$ cat src/rtl/core/assert_macros.svh
// Assertion macros shared by the RTL of the UTF-8 stream decoder.
// No dependencies; included by files that carry concurrent assertions.
`ifndef ASSERT_MACROS_SVH
`define ASSERT_MACROS_SVH

// Clocked assertion that is switched off while the synchronous reset is low.
`define U8D_ASSERT(label, clk, rst_n, prop) \
    label: assert property (@(posedge clk) disable iff (!(rst_n)) (prop)) \
        else $error("assertion failed");

// Clocked assertion that is checked on every edge, reset included.
`define U8D_ASSERT_ALWAYS(label, clk, prop) \
    label: assert property (@(posedge clk) (prop)) \
        else $error("assertion failed");

`endif

$ cat src/rtl/core/u8d_pkg.sv
// Package of the UTF-8 stream decoder: widths, codes and the result struct.
// No dependencies; used by every module of the block.
`timescale 1ns / 1ps

package u8d_pkg;

    localparam int COUNT_WIDTH_DEF = 16;
    localparam int BYTE_WIDTH      = 8;
    localparam int CP_WIDTH        = 21;
    localparam int LEN_WIDTH       = 3;
    localparam int PEND_WIDTH      = 2;

    localparam logic KIND_CHAR    = 1'b0;
    localparam logic KIND_SUMMARY = 1'b1;

    localparam logic [LEN_WIDTH-1:0] LEN_NONE = 3'd0;
    localparam logic [LEN_WIDTH-1:0] LEN_1    = 3'd1;
    localparam logic [LEN_WIDTH-1:0] LEN_2    = 3'd2;
    localparam logic [LEN_WIDTH-1:0] LEN_3    = 3'd3;
    localparam logic [LEN_WIDTH-1:0] LEN_4    = 3'd4;

    localparam logic [PEND_WIDTH-1:0] PEND_NONE = 2'd0;
    localparam logic [PEND_WIDTH-1:0] PEND_ONE  = 2'd1;
    localparam logic [PEND_WIDTH-1:0] PEND_TWO  = 2'd2;
    localparam logic [PEND_WIDTH-1:0] PEND_THREE = 2'd3;

    localparam logic [BYTE_WIDTH-1:0] MASK_LEAD2 = 8'hE0;
    localparam logic [BYTE_WIDTH-1:0] MASK_LEAD3 = 8'hF0;
    localparam logic [BYTE_WIDTH-1:0] MASK_LEAD4 = 8'hF8;
    localparam logic [BYTE_WIDTH-1:0] MASK_CONT  = 8'hC0;
    localparam logic [BYTE_WIDTH-1:0] TAG_LEAD2  = 8'hC0;
    localparam logic [BYTE_WIDTH-1:0] TAG_LEAD3  = 8'hE0;
    localparam logic [BYTE_WIDTH-1:0] TAG_LEAD4  = 8'hF0;
    localparam logic [BYTE_WIDTH-1:0] TAG_CONT   = 8'h80;
    localparam logic [BYTE_WIDTH-1:0] BITS_LEAD2 = 8'h1F;
    localparam logic [BYTE_WIDTH-1:0] BITS_LEAD3 = 8'h0F;
    localparam logic [BYTE_WIDTH-1:0] BITS_LEAD4 = 8'h07;
    localparam logic [BYTE_WIDTH-1:0] BITS_CONT  = 8'h3F;

    typedef struct packed {
        logic                 kind;
        logic [CP_WIDTH-1:0]  code_point;
        logic [LEN_WIDTH-1:0] char_len;
        logic                 valid_res;
    } t_char;

endpackage

$ cat src/rtl/core/u8d_in_reg.sv
// Input register of the UTF-8 stream decoder: holds one byte for the decode step.
// Depends on u8d_pkg.
`timescale 1ns / 1ps

module u8d_in_reg (
    input  logic                           i_clk,
    input  logic                           i_rst_n,
    input  logic                           i_valid,
    input  logic [u8d_pkg::BYTE_WIDTH-1:0] i_byte,
    output logic                           o_stall,
    input  logic                           i_take,
    output logic                           o_valid,
    output logic [u8d_pkg::BYTE_WIDTH-1:0] o_byte
);
    import u8d_pkg::*;

    logic                  r_valid;
    logic                  n_valid;
    logic [BYTE_WIDTH-1:0] r_byte;
    logic                  load;

    assign o_stall = r_valid && !i_take;
    assign load    = i_valid && !o_stall;

    always_comb begin
        n_valid = r_valid;
        if (load) begin
            n_valid = 1'b1;
        end else if (i_take) begin
            n_valid = 1'b0;
        end
    end

    always_ff @(posedge i_clk) begin
        if (!i_rst_n) begin
            r_valid <= 1'b0;
        end else begin
            r_valid <= n_valid;
        end
    end

    always_ff @(posedge i_clk) begin
        if (load) begin
            r_byte <= i_byte;
        end
    end

    assign o_valid = r_valid;
    assign o_byte  = r_byte;

endmodule

$ cat src/rtl/core/u8d_step.sv
// Decode step of the UTF-8 stream decoder: sequence state, counters and result.
// Depends on u8d_pkg.
`timescale 1ns / 1ps

module u8d_step #(
    parameter int COUNT_WIDTH = u8d_pkg::COUNT_WIDTH_DEF
) (
    input  logic                           i_clk,
    input  logic                           i_rst_n,
    input  logic                           i_valid,
    input  logic [u8d_pkg::BYTE_WIDTH-1:0] i_byte,
    output logic                           o_res_valid,
    output u8d_pkg::t_char                 o_char,
    output logic [COUNT_WIDTH-1:0]         o_char_count,
    output logic [COUNT_WIDTH-1:0]         o_byte_count
);
    import u8d_pkg::*;

    localparam logic [COUNT_WIDTH-1:0] CNT_MAX = '1;

    logic [PEND_WIDTH-1:0]  r_pend, n_pend;
    logic [LEN_WIDTH-1:0]   r_seq, n_seq;
    logic [CP_WIDTH-1:0]    r_acc, n_acc;
    logic [COUNT_WIDTH-1:0] r_chars, n_chars;
    logic [COUNT_WIDTH-1:0] r_bytes, n_bytes;
    logic                   r_err, n_err;

    logic [CP_WIDTH-1:0]    acc_shift;
    logic [LEN_WIDTH-1:0]   emit_len;
    logic                   emit_char;
    logic [COUNT_WIDTH:0]   byte_sum;
    logic [COUNT_WIDTH-1:0] chars_inc;
    logic [COUNT_WIDTH-1:0] bytes_inc;

    assign acc_shift = {r_acc[CP_WIDTH-7:0], i_byte[5:0]};
    assign byte_sum  = {1'b0, r_bytes} + (COUNT_WIDTH+1)'(emit_len);
    assign chars_inc = (r_chars == CNT_MAX) ? CNT_MAX : r_chars + COUNT_WIDTH'(1);
    assign bytes_inc = byte_sum[COUNT_WIDTH] ? CNT_MAX : byte_sum[COUNT_WIDTH-1:0];

    always_comb begin
        n_pend       = r_pend;
        n_seq        = r_seq;
        n_acc        = r_acc;
        n_chars      = r_chars;
        n_bytes      = r_bytes;
        n_err        = r_err;
        emit_char    = 1'b0;
        emit_len     = LEN_NONE;
        o_res_valid  = 1'b0;
        o_char       = '0;
        o_char_count = '0;
        o_byte_count = '0;

        if (r_pend != PEND_NONE) begin
            if (i_byte == '0) begin
                o_res_valid = 1'b1;
                o_char.kind = KIND_SUMMARY;
                n_pend  = PEND_NONE;
                n_seq   = LEN_NONE;
                n_acc   = '0;
                n_chars = '0;
                n_bytes = '0;
                n_err   = 1'b0;
            end else if ((i_byte & MASK_CONT) != TAG_CONT) begin
                n_err  = 1'b1;
                n_pend = PEND_NONE;
                n_seq  = LEN_NONE;
                n_acc  = '0;
            end else if (r_pend == PEND_ONE) begin
                emit_char         = 1'b1;
                emit_len          = r_seq;
                o_char.code_point = acc_shift;
                n_pend = PEND_NONE;
                n_seq  = LEN_NONE;
                n_acc  = '0;
            end else begin
                n_acc  = acc_shift;
                n_pend = r_pend - PEND_ONE;
            end
        end else if (i_byte == '0) begin
            o_res_valid = 1'b1;
            o_char.kind = KIND_SUMMARY;
            if (!r_err) begin
                o_char.valid_res = 1'b1;
                o_char_count     = r_chars;
                o_byte_count     = r_bytes;
            end
            n_pend  = PEND_NONE;
            n_seq   = LEN_NONE;
            n_acc   = '0;
            n_chars = '0;
            n_bytes = '0;
            n_err   = 1'b0;
        end else if (!r_err) begin
            if (!i_byte[BYTE_WIDTH-1]) begin
                emit_char         = 1'b1;
                emit_len          = LEN_1;
                o_char.code_point = CP_WIDTH'(i_byte);
            end else if ((i_byte & MASK_LEAD2) == TAG_LEAD2) begin
                n_acc  = CP_WIDTH'(i_byte & BITS_LEAD2);
                n_pend = PEND_ONE;
                n_seq  = LEN_2;
            end else if ((i_byte & MASK_LEAD3) == TAG_LEAD3) begin
                n_acc  = CP_WIDTH'(i_byte & BITS_LEAD3);
                n_pend = PEND_TWO;
                n_seq  = LEN_3;
            end else if ((i_byte & MASK_LEAD4) == TAG_LEAD4) begin
                n_acc  = CP_WIDTH'(i_byte & BITS_LEAD4);
                n_pend = PEND_THREE;
                n_seq  = LEN_4;
            end else begin
                n_err = 1'b1;
            end
        end

        if (emit_char) begin
            o_res_valid     = 1'b1;
            o_char.kind     = KIND_CHAR;
            o_char.char_len = emit_len;
            n_chars         = chars_inc;
            n_bytes         = bytes_inc;
        end
    end

    always_ff @(posedge i_clk) begin
        if (!i_rst_n) begin
            r_pend  <= PEND_NONE;
            r_seq   <= LEN_NONE;
            r_acc   <= '0;
            r_chars <= '0;
            r_bytes <= '0;
            r_err   <= 1'b0;
        end else if (i_valid) begin
            r_pend  <= n_pend;
            r_seq   <= n_seq;
            r_acc   <= n_acc;
            r_chars <= n_chars;
            r_bytes <= n_bytes;
            r_err   <= n_err;
        end
    end

endmodule

$ cat src/rtl/core/u8d_out_reg.sv
// Result register of the UTF-8 stream decoder: holds one result until its transfer.
// Depends on u8d_pkg.
`timescale 1ns / 1ps

module u8d_out_reg #(
    parameter int COUNT_WIDTH = u8d_pkg::COUNT_WIDTH_DEF
) (
    input  logic                   i_clk,
    input  logic                   i_rst_n,
    input  logic                   i_load,
    input  logic                   i_res_valid,
    input  u8d_pkg::t_char         i_char,
    input  logic [COUNT_WIDTH-1:0] i_char_count,
    input  logic [COUNT_WIDTH-1:0] i_byte_count,
    input  logic                   i_stall,
    output logic                   o_free,
    output logic                   o_valid,
    output u8d_pkg::t_char         o_char,
    output logic [COUNT_WIDTH-1:0] o_char_count,
    output logic [COUNT_WIDTH-1:0] o_byte_count
);
    import u8d_pkg::*;

    logic                   r_valid;
    logic                   n_valid;
    t_char                  r_char;
    logic [COUNT_WIDTH-1:0] r_char_count;
    logic [COUNT_WIDTH-1:0] r_byte_count;

    assign o_free = !r_valid || !i_stall;

    always_comb begin
        n_valid = r_valid;
        if (o_free) begin
            n_valid = i_load && i_res_valid;
        end
    end

    always_ff @(posedge i_clk) begin
        if (!i_rst_n) begin
            r_valid <= 1'b0;
        end else begin
            r_valid <= n_valid;
        end
    end

    always_ff @(posedge i_clk) begin
        if (o_free && i_load && i_res_valid) begin
            r_char       <= i_char;
            r_char_count <= i_char_count;
            r_byte_count <= i_byte_count;
        end
    end

    assign o_valid      = r_valid;
    assign o_char       = r_char;
    assign o_char_count = r_char_count;
    assign o_byte_count = r_byte_count;

endmodule

$ cat src/rtl/core/utf8_stream_decoder_top.sv
// Top level of the UTF-8 stream decoder: input register, decode step, result register.
// Depends on u8d_pkg, u8d_in_reg, u8d_step, u8d_out_reg and assert_macros.svh.
//
// Bytes of a zero-terminated UTF-8 string enter on the input channel (i_in_valid,
// o_in_stall, i_byte_in), one per transfer. Each completed character leaves on the
// output channel (o_out_valid, i_out_stall) with o_kind low, its code point and its
// length. A zero byte ends the string and gives a summary with o_kind high, the
// character and byte counts and o_valid_res; the counts are zero for a bad string.
// Bytes that open or continue a sequence, and bytes after an error, give no result.
// The byte that completes a result waits in the input register while the decode step
// works on it, and the result register takes the outcome once it is free to load.
// The block takes one byte every cycle while results flow out.
// When the receiver stalls, the result register holds its result; one more byte may
// wait in the input register, after which o_in_stall rises until the result leaves.
// A synchronous reset empties both registers and clears the open sequence and the counters.
`timescale 1ns / 1ps
`include "assert_macros.svh"

module utf8_stream_decoder_top #(
    parameter int COUNT_WIDTH = u8d_pkg::COUNT_WIDTH_DEF
) (
    input  logic                           i_clk,
    input  logic                           i_rst_n,
    input  logic                           i_in_valid,
    output logic                           o_in_stall,
    input  logic [u8d_pkg::BYTE_WIDTH-1:0] i_byte_in,
    output logic                           o_out_valid,
    input  logic                           i_out_stall,
    output logic                           o_kind,
    output logic [u8d_pkg::CP_WIDTH-1:0]   o_code_point,
    output logic [u8d_pkg::LEN_WIDTH-1:0]  o_char_len,
    output logic [COUNT_WIDTH-1:0]         o_char_count,
    output logic [COUNT_WIDTH-1:0]         o_byte_count,
    output logic                           o_valid_res
);
    import u8d_pkg::*;

    logic                   stage_valid;
    logic [BYTE_WIDTH-1:0]  stage_byte;
    logic                   out_free;
    logic                   step_go;
    logic                   res_valid;
    t_char                  res_char;
    logic [COUNT_WIDTH-1:0] res_char_count;
    logic [COUNT_WIDTH-1:0] res_byte_count;
    t_char                  out_char;

    assign step_go = stage_valid && out_free;

    u8d_in_reg u_in_reg (
        .i_clk   (i_clk),
        .i_rst_n (i_rst_n),
        .i_valid (i_in_valid),
        .i_byte  (i_byte_in),
        .o_stall (o_in_stall),
        .i_take  (step_go),
        .o_valid (stage_valid),
        .o_byte  (stage_byte)
    );

    u8d_step #(
        .COUNT_WIDTH (COUNT_WIDTH)
    ) u_step (
        .i_clk        (i_clk),
        .i_rst_n      (i_rst_n),
        .i_valid      (step_go),
        .i_byte       (stage_byte),
        .o_res_valid  (res_valid),
        .o_char       (res_char),
        .o_char_count (res_char_count),
        .o_byte_count (res_byte_count)
    );

    u8d_out_reg #(
        .COUNT_WIDTH (COUNT_WIDTH)
    ) u_out_reg (
        .i_clk        (i_clk),
        .i_rst_n      (i_rst_n),
        .i_load       (step_go),
        .i_res_valid  (res_valid),
        .i_char       (res_char),
        .i_char_count (res_char_count),
        .i_byte_count (res_byte_count),
        .i_stall      (i_out_stall),
        .o_free       (out_free),
        .o_valid      (o_out_valid),
        .o_char       (out_char),
        .o_char_count (o_char_count),
        .o_byte_count (o_byte_count)
    );

    assign o_kind       = out_char.kind;
    assign o_code_point = out_char.code_point;
    assign o_char_len   = out_char.char_len;
    assign o_valid_res  = out_char.valid_res;

    `U8D_ASSERT(a_in_stall_cause, i_clk, i_rst_n, o_in_stall |-> (o_out_valid && i_out_stall))
    `U8D_ASSERT(a_char_len_legal, i_clk, i_rst_n, (o_out_valid && (o_kind == KIND_CHAR)) |-> ((o_char_len == LEN_1) || (o_char_len == LEN_2) || (o_char_len == LEN_3) || (o_char_len == LEN_4)))
    `U8D_ASSERT(a_bad_summary_zero, i_clk, i_rst_n, (o_out_valid && (o_kind == KIND_SUMMARY) && !o_valid_res) |-> ((o_char_count == '0) && (o_byte_count == '0)))

endmodule

$ cat config.mk
export PLATFORM = sky130hd
export DESIGN_NAME = utf8_stream_decoder_top
export DESIGN_NICKNAME = d
export VERILOG_FILES = /design/src/rtl/core/u8d_pkg.sv /design/src/rtl/core/u8d_in_reg.sv /design/src/rtl/core/u8d_step.sv /design/src/rtl/core/u8d_out_reg.sv /design/src/rtl/core/utf8_stream_decoder_top.sv
export VERILOG_INCLUDE_DIRS = /design/src /design/src/rtl/core
export SDC_FILE = /design/constraint.sdc
export NUM_CORES = 1
export LEC_CHECK = 0
export ABC_AREA = 1
export ABC_CLOCK_PERIOD_IN_PS = 5910
export BUFFER_PORTS_ARGS = -buffer_cell sky130_fd_sc_hd__buf_2
export CAP_MARGIN = 30
export CORE_AREA = 2 2 98 100
export CTS_BUF_LIST = sky130_fd_sc_hd__clkbuf_16
export DETAILED_ROUTE_END_ITERATION = 10
export DIE_AREA = 0 0 100 102
export GPL_TIMING_DRIVEN = 0
export PLACE_DENSITY_LB_ADDON = 0.05
export RECOVER_POWER = 50
export SETUP_SLACK_MARGIN = 0.2
export SYNTH_ARGS = -nofsm -noshare
export SYNTH_HDL_FRONTEND = slang
export SYNTH_SLANG_ARGS = --single-unit
$ cat constraint.sdc
create_clock -name i_clk -period 5.91 [get_ports i_clk]
set_input_delay 1.182 -clock i_clk [delete_from_list [all_inputs] [get_ports i_clk]]
set_output_delay 1.182 -clock i_clk [all_outputs]
set_load 0.02 [all_outputs]
==> impl_results.md <==
- Status: completed
- CP Capture Type: flip-flop
- Hold path cells: 2
- Clk_lat worst skew: 0.42 ns
- H-tree depth: 4
- Register Area: 3083 µm²
- Largest net degree at the start of global routing: 40
- Syn Area/Cell: 8.250 µm²
- Commonest non-fill, non-tap cell in the layout: nand2_1
- Combinational Power Share: 0.054
- Worst Hold Launch: u_step.r_acc[11]
- R2R Path End: u_step.r_bytes[11]
- Via density per instance: 5.397
- Vias in the first global route: 4391
- Hold_buf cts: 0
- Met2 routed WL: 6102 µm
- Post-Syn Instances: 677
- Final hold vios: 0
- TritonRoute pass-1 iters: 5
- Dpl hpwl: 8517 µm
- Initial Utilization: 0.6132
- PostCTS Resize Cnt: 0
- Switching pwr: 0.0005195 W
- Worst Skew: 0.006592 ns
- Fin crit share: 0.6232
- Clock power share: 0.508
- Placed cells: 860
- Global-route wire length before repair: 20390 µm
- Crit Reg-Reg Startpoint: u_step.r_pend[1]
- Crit path DAT: 4.02 ns
- Fin area: 6588 µm²
- Grt total ovfl: 0
- Iter 0 DRT Violations: 312
- Post-Layout Cell Count: 892
- Rows: 35
- Die H: 102 µm
- Hold Path Class: flip-flop to flip-flop
- Minimum clock period: 3.683 ns
- Die Width: 100 µm
- Unrepaired setup endpoints after global routing: false
- Inserted Clock Buffers: 17
- Pleak: 2.506 nW
- Int Pwr: 0.001576 W
- # DRC: 0
- Uppermost layer routed: met4
- Mean routed wirelength per cell: 14.33 µm
- P&R area growth vs syn: 17.94%
- Clock-pin slew on the worst setup and hold paths: 0.06 ns
- CP Max Fanout: 10
- Root buffer cell: clkbuf_16
- GP Congestion: 0.9535
- Syn. warnings: 0
- Tightest slew margin relative to the limit: 0.5903
- Multi-input gate area: 2001 µm²
- Number of max-cap violations: 0
- Met3 wire length: 718 µm
- Reg2reg path depth: 21
- DP Area: 6100 µm²
- Post-Route WL: 12790 µm
- Yosys cell types: 30
- Die area: 10200 µm²
- Antenna cells: 0
- Mapped cell area: 5585 µm²
- Setup crit start: u_step.r_pend[1]
- Final ANT Viol Nets: 0
- Sequential Power Share: 0.438
- Longest Clk Path Bufs: 2
- Seq/Total Area, Yosys: 0.5520
- Mapped Nets: 696
- Type of origin of the critical path: flip-flop
- Number of I/O pins: 72
- Clk sink count: 121
- R2R setup slack: 2.23 ns
- Number of setup buffers added after CTS: 0
- Slew @ Worst Pin: 0.6146 ns
- M1 wire length: 5709 µm
- Fillers: 700
- Worst vdd ir: 0.1971 mV
- Fmax achieved: 0.2715 GHz
- Hold EP: u_step.r_acc[11]
- Setup-failing EPs final: 0
- Pins Over Slew Limit: 0
- Critical path data required time: 6.25 ns
- Placeable Area: 9109 µm²
- Setup TNS: 0 ns
- TritonCTS clock tree: done
- Fin nets: 787
- Synth Register Bits: 121
- Sw Ratio: 0.2480
- Routed via count: 4814
- Layout cells sized above 1: 0.08835
- Antenna violations before repair: 0
- Pwr per Cell Area: 318.0 nW/µm²
- Worst Setup Path Type: flip-flop to flip-flop
- Most frequent cells in the layout: nand2_1 (152), nor2_1 (123), inv_1 (93), clkbuf_1 (69), edfxtp_1 (66)
- Port Buffer Count: 71
- Tot GR Track Use: 0.2576
## layout make-up
cell class,count,area share
plain buffers,21,0.01462
clock buffers,17,0.06458
clock inverters,15,0.02678
inverters,95,0.05413
multi-input cells,440,0.3037
flip-flops and latches,121,0.4680
well taps,111,0.02108
repair buffers,72,0.04710
## per-stage QoR
step / setup slack [ns] / utilization / power (W) / hold WS (ns)
2_1_floorplan: 2.763 / - / 0.001016 / 0.4301
3_3_place_gp: 2.060 / 0.6674 / 0.001048 / 0.4425
3_5_place_dp: 2.540 / 0.6696 / 0.001053 / 0.4455
4_1_cts: 2.458 / 0.7357 / 0.002103 / 0.4550
5_1_grt: 1.910 / 0.7232 / 0.002148 / 0.4809
6_report: 2.227 / 0.7232 / 0.002095 / 0.4542
## worst max-delay path by stage
stage	end	slack, ns	cells after the start
2_1_floorplan	u_out_reg.o_byte_count[0]	2.76	5
3_3_place_gp	u_out_reg.o_byte_count[14]	2.06	6
3_5_place_dp	u_step.r_bytes[14]	2.54	21
4_1_cts	u_step.r_bytes[11]	2.46	21
5_1_grt	u_step.r_bytes[15]	1.91	21
6_report	u_step.r_bytes[11]	2.23	21
## flip-flops by register name (all words and copies together) (netlist names)
signal / flops
u_step.r_chars: 16
u_in_reg.o_valid: 1
u_out_reg.o_byte_count: 16
u_in_reg.o_byte: 8
u_step.r_bytes: 16
u_step.r_acc: 15
u_step.r_err: 1
u_out_reg.o_char: 26
u_out_reg.o_valid: 1
u_step.r_pend: 2
u_out_reg.o_char_count: 16
u_step.r_seq: 3
## cells in the mapped netlist
cell type    n  area, µm²
o211ai_1     1      7.510
a21oi_1     45      225.2
inv_1       93      349.1
fa_1         1      20.02
ha_1         6      75.07
inv_2        1      3.750
edfxtp_1    66       1982
clkinv_1     1      3.750
o22ai_1      2      12.51
nand3_2      1      10.01
nor2_1     120      450.4
nand2_1    152      570.6
nand4_1     11      68.82
nand3_1     38      190.2
nor4_1       1      6.260
a21oi_2      6      52.55
nand2_2      3      18.77
nor2_4       3      33.78
xor2_1       5      43.79
nor3b_1      1      7.510
buf_6        4      45.04
dfxtp_1     55       1101
clkbuf_1    11      41.29
nand3b_1     1      7.510
nor2_2       1      6.260
buf_2        6      30.03
o21ai_0     35      175.2
nor3_1       5      25.02
or2_2        1      6.260
a21oi_4      1      16.27
## power groups by stage
| stage | clock network, W | logic [W] | registers (W) |
|---|---|---|---|
| after floorplan | 0 | 0.0000705 | 0.000945 |
| after global placement | 0 | 0.000112 | 0.000936 |
| after detailed placement | 0 | 0.000117 | 0.000936 |
| after CTS | 0.00107 | 0.000119 | 0.000918 |
| after global routing | 0.00110 | 0.000125 | 0.000920 |
| final | 0.00106 | 0.000113 | 0.000918 |
## routing by layer
metal	vias to the layer above	track usage
li1	2364	-
met1	2229	0.3314
met2	193	0.4246
met3	28	0.05198
met4	0	0.1180
met5	-	0
## cell families after synthesis
group | synth area share
AOI/OAI and AO/OA | 0.08759
xor gates and xnor gates | 0.007840
adders and majority gates | 0.01702
buffers and inverters | 0.08467
DFF | 0.5520
and+or+nand+nor | 0.2509
## worst max-delay path: stages, from the launching register on
cell and delay, ns:
dfxtp_1 0.31, inv_1 0.08, ha_1 0.28, inv_1 0.20, nor2_1 0.17, inv_1 0.09
nor2_1 0.24, nand2_2 0.09, nand2_1 0.12, inv_1 0.16, a21oi_1 0.27, ha_1 0.26
fa_1 0.21, nand2_1 0.07, nand2_1 0.09, nand2_1 0.14, nor2_1 0.18, nand3_2 0.16
buf_6 0.19, nand3_1 0.10, nand2_1 0.07, a21oi_1 0.13
No activity file was read; power rests on OpenSTA's default activity.
